`config.mk`:
```
export PLATFORM = sky130hd
export DESIGN_NAME = acs_div
export DESIGN_NICKNAME = d
export VERILOG_FILES = /design/src/rtl/acs_pkg.sv /design/src/rtl/acs_div.sv
export SDC_FILE = /design/constraint.sdc
export NUM_CORES = 1
export LEC_CHECK = 0
export ABC_AREA = 1
export CAP_MARGIN = 20
export CELL_PAD_IN_SITES_DETAIL_PLACEMENT = 0
export CELL_PAD_IN_SITES_GLOBAL_PLACEMENT = 1
export CORE_MARGIN = 4
export CORE_UTILIZATION = 47
export DETAILED_ROUTE_END_ITERATION = 7
export DONT_BUFFER_PORTS = 1
export GPL_TIMING_DRIVEN = 0
export MAX_ROUTING_LAYER = met4
export PLACE_DENSITY = 0.82
export SLEW_MARGIN = 20
export SYNTH_ARGS = -nofsm -noshare
export SYNTH_HDL_FRONTEND = slang
export SYNTH_SLANG_ARGS = --single-unit
```
`constraint.sdc`:
```
create_clock -name clock -period 2.9 [get_ports clock]
set_input_delay 0.29 -clock clock [delete_from_list [all_inputs] [get_ports clock]]
set_output_delay 0.29 -clock clock [all_outputs]
set_load 0.02 [all_outputs]
```
`src/rtl/acs_pkg.sv`:
```
`timescale 1ns / 1ps
package acs_pkg;

   // Q4.28 constants
   localparam int Q_FRAC = 28;
   localparam logic signed [34:0] Q_ONE        = 35'sd268435456;
   localparam logic signed [34:0] Q_EPS6       = 35'sd268;
   localparam logic signed [34:0] Q_EPS5       = 35'sd2684;
   localparam logic signed [34:0] Q_SLOPE_LEFT = 35'sd2684355;
   localparam logic signed [34:0] Q_BETA_MAX   = 35'sd265751101;
   localparam logic signed [34:0] Q_BETA_DEF   = 35'sd80530637;

   // divider sizing: numerator magnitude bits, then the Q_FRAC shifted-in zeros
   localparam int DIV_W = 34;
   localparam int QUO_W = DIV_W + Q_FRAC;
   localparam int CNT_W = $clog2(QUO_W);

   // CSR register indexes
   typedef enum logic [2:0] {
      CSR_REST_SEP   = 3'd0,
      CSR_BREAK_RAT  = 3'd1,
      CSR_MIN_BREAK  = 3'd2,
      CSR_BLEND_HALF = 3'd3,
      CSR_PULL_GAP   = 3'd4,
      CSR_NEUTRAL    = 3'd5
   } csr_idx_type;

   typedef enum logic [4:0] {
      ST_IDLE, ST_TOL, ST_CHK, ST_BETA, ST_BDIV, ST_REGION, ST_LIN, ST_LSUM,
      ST_TDIV, ST_T2, ST_T3, ST_T4, ST_K1, ST_K2, ST_K3, ST_K4, ST_K5, ST_K6,
      ST_OUT
   } state_type;

endpackage

```
`src/rtl/acs_div.sv`:
```
`timescale 1ns / 1ps
// Restoring divider, one quotient bit per cycle: quot = (num << Q_FRAC) / den
module acs_div import acs_pkg::*; (
   input  logic             clock,
   input  logic             reset,
   input  logic             start,
   input  logic [DIV_W-1:0] num,
   input  logic [DIV_W-1:0] den,
   output logic             done,
   output logic [QUO_W-1:0] quot
);

   logic             busy_ff;
   logic             done_ff;
   logic [CNT_W-1:0] cnt_ff;
   logic [QUO_W-1:0] sh_ff;
   logic [DIV_W:0]   rem_ff;
   logic [QUO_W-1:0] quot_ff;
   logic [DIV_W-1:0] den_ff;
   logic [DIV_W:0]   trial;
   logic             fits;

   // trial subtract of the next bit
   assign trial = {rem_ff[DIV_W-1:0], sh_ff[QUO_W-1]};
   assign fits  = trial >= {1'b0, den_ff};

   always_ff @(posedge clock) begin
      if (reset) begin
         busy_ff <= 1'b0;
         done_ff <= 1'b0;
         cnt_ff  <= '0;
      end else begin
         done_ff <= 1'b0;
         if (start) begin
            busy_ff <= 1'b1;
            cnt_ff  <= '0;
         end else if (busy_ff) begin
            cnt_ff <= cnt_ff + 1'b1;
            if (cnt_ff == CNT_W'(QUO_W - 1)) begin
               busy_ff <= 1'b0;
               done_ff <= 1'b1;
            end
         end
      end
   end

   // datapath
   always_ff @(posedge clock) begin
      if (start) begin
         sh_ff   <= {num, {Q_FRAC{1'b0}}};
         rem_ff  <= '0;
         quot_ff <= '0;
         den_ff  <= den;
      end else if (busy_ff) begin
         sh_ff   <= {sh_ff[QUO_W-2:0], 1'b0};
         rem_ff  <= fits ? (trial - {1'b0, den_ff}) : trial;
         quot_ff <= {quot_ff[QUO_W-2:0], fits};
      end
   end

   assign done = done_ff;
   assign quot = quot_ff;

endmodule

```
# == Word-level counts from Yosys, hierarchy flattened ==
# Index checks and enable logic that the tools add are counted.
# Widths: inputs -> output; s select.
# totals
regBits,172
out_inout_bits,63
# op_classes
eq_ne,1
reduce_logical,3
n_lt_le_gt_ge,1
bitwise_logic,1
n_mux,7
add_sub_neg,2
# ops
op,n
$mux 62,2
$ge 35x34->1,1
$mux 34,1
$sub 34x34->34,1
$add 6x1->6 const B,1
$eq 6x6->1 const B,1
$mux 1,4
$reduce_or 3->1,1
$reduce_bool 2->1,1
$reduce_or 2->1,1
$not 1->1,1

# == Logic depth before layout (Yosys ltp) ==
# logic_depth
ltp_word,4
ltp_mapped,17
ltp_nobuf,17

# == Worst setup path before layout ==
# No wires, ideal clock.
# synth_path
path_type,input to register
startpoint,input port start
endpoint,register sh_ff[28] (enable)
setup_slack_ns,0.574
n_path_buf,2
required_ns,2.488
arrival_time_ns,1.914
setup_ns,0.412
stages,4
cell_sequence,clkbuf_1 > nor2_1 > clkinv_1 > clkbuf_1
# synth_via
elab_chain_len,1
# synth_rtl
item,line_no,source
start: declaration,acs_div.sv:6,"input logic start,"
$reduce_bool 2->1 (no source line),n/a,
end signal: assignment,acs_div.sv:50,"sh_ff <= {num, {Q_FRAC{1'b0}}};"
end signal: assignment,acs_div.sv:55,"sh_ff <= {sh_ff[QUO_W-2:0], 1'b0};"
end: declaration,acs_div.sv:16,logic [QUO_W-1:0] sh_ff;
# No other way between the ends.
# A chain may end at the register's enable or synchronous reset.

# == Final worst setup path ==
# layout_path
startpoint,register sh_ff[61]
endpoint,register rem_ff[32]
# layout_via
elab_chain_len,2
word_cells_on_any_way,3
cone_classes,add/sub: 1; order compare: 1; mux: 1
# layout_rtl
item,line_no,source
$sub 34x34->34 / $ge 35x34->1 (equally long branches),"acs_div.sv:56, acs_div.sv:25",
$mux 34 (*),acs_div.sv:56,"rem_ff <= fits ? (trial - {1'b0, den_ff}) : trial;"
end signal: assignment,acs_div.sv:56,
end: declaration,acs_div.sv:17,logic [DIV_W:0] rem_ff;
# Mark *: on every way between the ends. The rest lies on a longest branch, timed or not.

==> results.py <==
metrics = {
    "run_status": {
        "status": "finished clean",
    },
    "place": {
        "dp_hpwl_um": 18300,
        "io_buffers": 0,
        "place_ws_ns": 0.271,
        "gp_congestion": 0.953,
    },
    "die": {
        "num_io_pins": 134,
        "chipHeight_um": 148,
        "core_area_mm2": 0.0190,
        "start_util": 0.483,
        "row_count": 50,
        "dieWidth_um": 148,
        "die-area_mm2": 0.0218,
    },
    "routing": {
        "totalWireLength_um": 24400,
        "wl_per_cell_um": 15.9,
        "dr.pass1.iters": 6,
        "ant_nets": 0,
        "drc": 0,
        "vias": 7688,
        "drtIter0Drc": 475,
        "viasPerCell": 4.99,
    },
    "clock_tree": {
        "ctsLongestPathBuffers": 2,
        "clk_pin_slew_worst_paths_ns": 0.07,
        "cts_sinks": 172,
        "ctsResizeCount": 0,
        "cts-root-buf": "clkbuf_16",
        "clk_latency_ns": 0.43,
        "cts_tree": "built",
        "h-tree-depth": 4,
        "cts_made_buffers": 17,
    },
    "run": {
        "drv_cap": 0,
    },
    "layout": {
        "diodes": 0,
        "finalNetCount": 1376,
        "fillCellCount": 1870,
        "area_growth_pct": 14.4,
        "drive_above_1_share": 0.0757,
    },
    "synthesis": {
        "synth-edff-count": 68,
        "ys_seq_elements": 172,
        "synth_top_area_frac": 0.227,
        "seq_area_frac_synth": 0.450,
        "ys_top_cells_by_count": "nand2_1, inv_1, dfxtp_1, nor2_1, edfxtp_1",
        "syn-cell-area_mm2": 0.00916,
        "dominantRegCellSynth": "dfxtp_1",
        "yosysWarnings": 0,
        "yosysMostFrequentCell": "nand2_1",
        "synth_largest_area_cell": "dfxtp_1",
        "synth_fp_nets": 1321,
        "synth.area.top_cells": "dfxtp_1, edfxtp_1, nand2_1",
        "synth-async-reset-ratio": 0,
        "synth.distinct_cells": 44,
        "avgSynthCellArea_um2": 7.55,
        "syn_inst": 1213,
    },
    "pwr": {
        "intPower_w": 0.00399,
        "power.density_mw_per_mm2": 523,
        "p_total_w": 0.00548,
        "clockPowerShare": 0.429,
        "swShare": 0.272,
        "pwr-share-seq": 0.482,
        "irDropWorstVdd_v": 0.000529,
        "leakage_nw": 4.88,
        "combinationalPowerShare": 0.089,
        "p_switching_w": 0.00149,
    },
    "sta": {
        "rsz0062_at_grt": "no",
        "fmax_ghz": 0.373,
        "hold_viol_final": 0,
        "skew_ns": 0.0141,
        "min_period_over_period": 0.925,
        "worst_slack_ns": 0.216,
        "max_slew_margin": 0.463,
        "fin_crit_ns": 2.68,
        "setup_viol": 0,
        "slew_violations": 0,
        "worst_slew_pin_slew_ns": 0.805,
    },
    "hold_path": {
        "min_path_cells": 3,
        "min_from": "reset",
        "hold_end": "busy_ff",
        "hold_class": "in2reg",
    },
    "worst_setup_path": {
        "critPathKind": "reg2reg",
        "cp_slowest_cell": "fa_1",
        "crit_fanout": 3,
        "path_cells": "inv_1, ha_1, inv_1, fa_1, nand2_1, nand3_1, nand2_1, o21ai_1, nand2_1, nand2_1, nand2_1, nand2_1, nand2_1, nand2_1, nor2_1, nor2_1, nor2_1",
        "max_stage_delay_ns": 0.42,
        "rr_startpoint": "sh_ff[61]",
        "ff2ff_path_depth": 17,
        "r2r_end": "rem_ff[32]",
        "crit_required_ns": 3.26,
        "critPathLaunch": "sh_ff[61]",
        "r2r_slack_ns": 0.22,
        "crit_arrival_ns": 3.04,
        "start_kind": "flip-flop",
        "cp-end-kind": "flip-flop",
        "path_common_cell": "nand2_1",
    },
    "global_route": {
        "grt_use_met2": 0.373,
        "grt_use_met3": 0.0586,
        "grt_max_degree": 35,
        "grt_usage": 0.233,
        "antenna_found_initial": 0,
        "grt_overflow_total": 0,
        "busiest_layer": "met2",
        "grt_pass1_wl_um": 39300,
        "grt_pass1_vias": 7637,
        "grt_use_met1": 0.302,
    },
}
-- logic make-up after synthesis --
| family | after synthesis | share of synthesized area |
|---|---|---|
| buffers and inverters | 254 | 0.110 |
| xor gates and xnor gates | 15 | 0.0143 |
| and+or+nand+nor | 612 | 0.294 |
| adders and majority gates | 37 | 0.0514 |
| DFF | 172 | 0.450 |
| AOI/OAI and AO/OA | 123 | 0.0805 |
-- state kept, by name, indices dropped and copies added (netlist names) --
register and cells:
sh_ff 34, busy_ff 1, done 1, den_ff 34
cnt_ff 6, quot 62, rem_ff 34
-- cell usage in the layout (no fill, tap or decap), types with 4 or more instances in the layout --
master,count
nand2_2,4
buf_2,6
inv_6,4
a21oi_1,27
nor2_2,5
nand3_1,51
buf_12,4
o21ai_0,13
o21ai_1,8
nand3b_1,7
dlygate4sd3_1,34
o22ai_1,59
clkinv_1,5
xnor2_1,4
nand3_2,17
inv_1,197
clkbuf_1,25
nand2_1,392
o21bai_1,5
xor2_1,11
clkbuf_16,17
nand4_1,30
nor3_1,10
edfxtp_1,68
dfxtp_1,104
ha_1,36
nor2_1,83
inv_2,14
-- final cells by class --
cell class	count	area, um2	share of cell area
Buffer	38	199	0.0190
Multi-Input combinational cell	787	4030	0.384
Inverter	216	811	0.0774
Sequential cell	172	4120	0.394
Clock inverter	15	185	0.0177
Timing Repair Buffer	36	380	0.0363
Clock buffer	17	425	0.0406
Tap cell	260	325	0.0310
-- worst max path at each step --
stage,end,cells after the start
2_1_floorplan,sh_ff[28],4
3_3_place_gp,sh_ff[50],4
3_5_place_dp,rem_ff[32],16
4_1_cts,rem_ff[32],16
5_1_grt,rem_ff[32],16
6_report,rem_ff[32],17
-- worst max-delay path: cells and delay by family (launching register included) --
family                     cells  cell delay [ns]
AOI/OAI and AO/OA              1             0.15
and+or+nand+nor               12             1.26
adders and majority gates      2             0.64
buffers and inverters          2             0.16
DFF                            1             0.40
-- what timing repair did --
item | in CTS | in global routing
hold endpoints to repair | 68 | 0
endpoints found under the setup margin | 0 | 0
setup buffers | 0 | 0
hold buffers | 35 | 0
-- per-stage QoR --
stage,area (um2),TNS [ns],util,hold WS [ns],cells
6_report,10500,0,0.553,0.0190,1541
5_1_grt,10500,0,0.553,0.0283,1541
4_1_cts,10500,0,0.553,0.00969,1541
3_5_place_dp,9510,0,0.502,0.389,1474
3_3_place_gp,9490,-10.66,0.500,0.389,1473
2_1_floorplan,9160,0,-,0.389,1213
-- per-layer routing --
layer  vias to the layer above  wire length (um)
met5                         -                 0
met4                         0               317
met3                        20              1550
met2                       212             11200
met1                      3465             11300
li1                       3991                 -
-- power by group through the flow --
stage          logic (W)  clock network (W)  registers [W]
2_1_floorplan   0.000318                  0        0.00269
3_3_place_gp    0.000426                  0        0.00270
3_5_place_dp    0.000433                  0        0.00270
4_1_cts         0.000487            0.00239        0.00264
5_1_grt         0.000545            0.00251        0.00265
6_report        0.000486            0.00235        0.00264
Note: power is estimated with default switching activity, not from simulation.
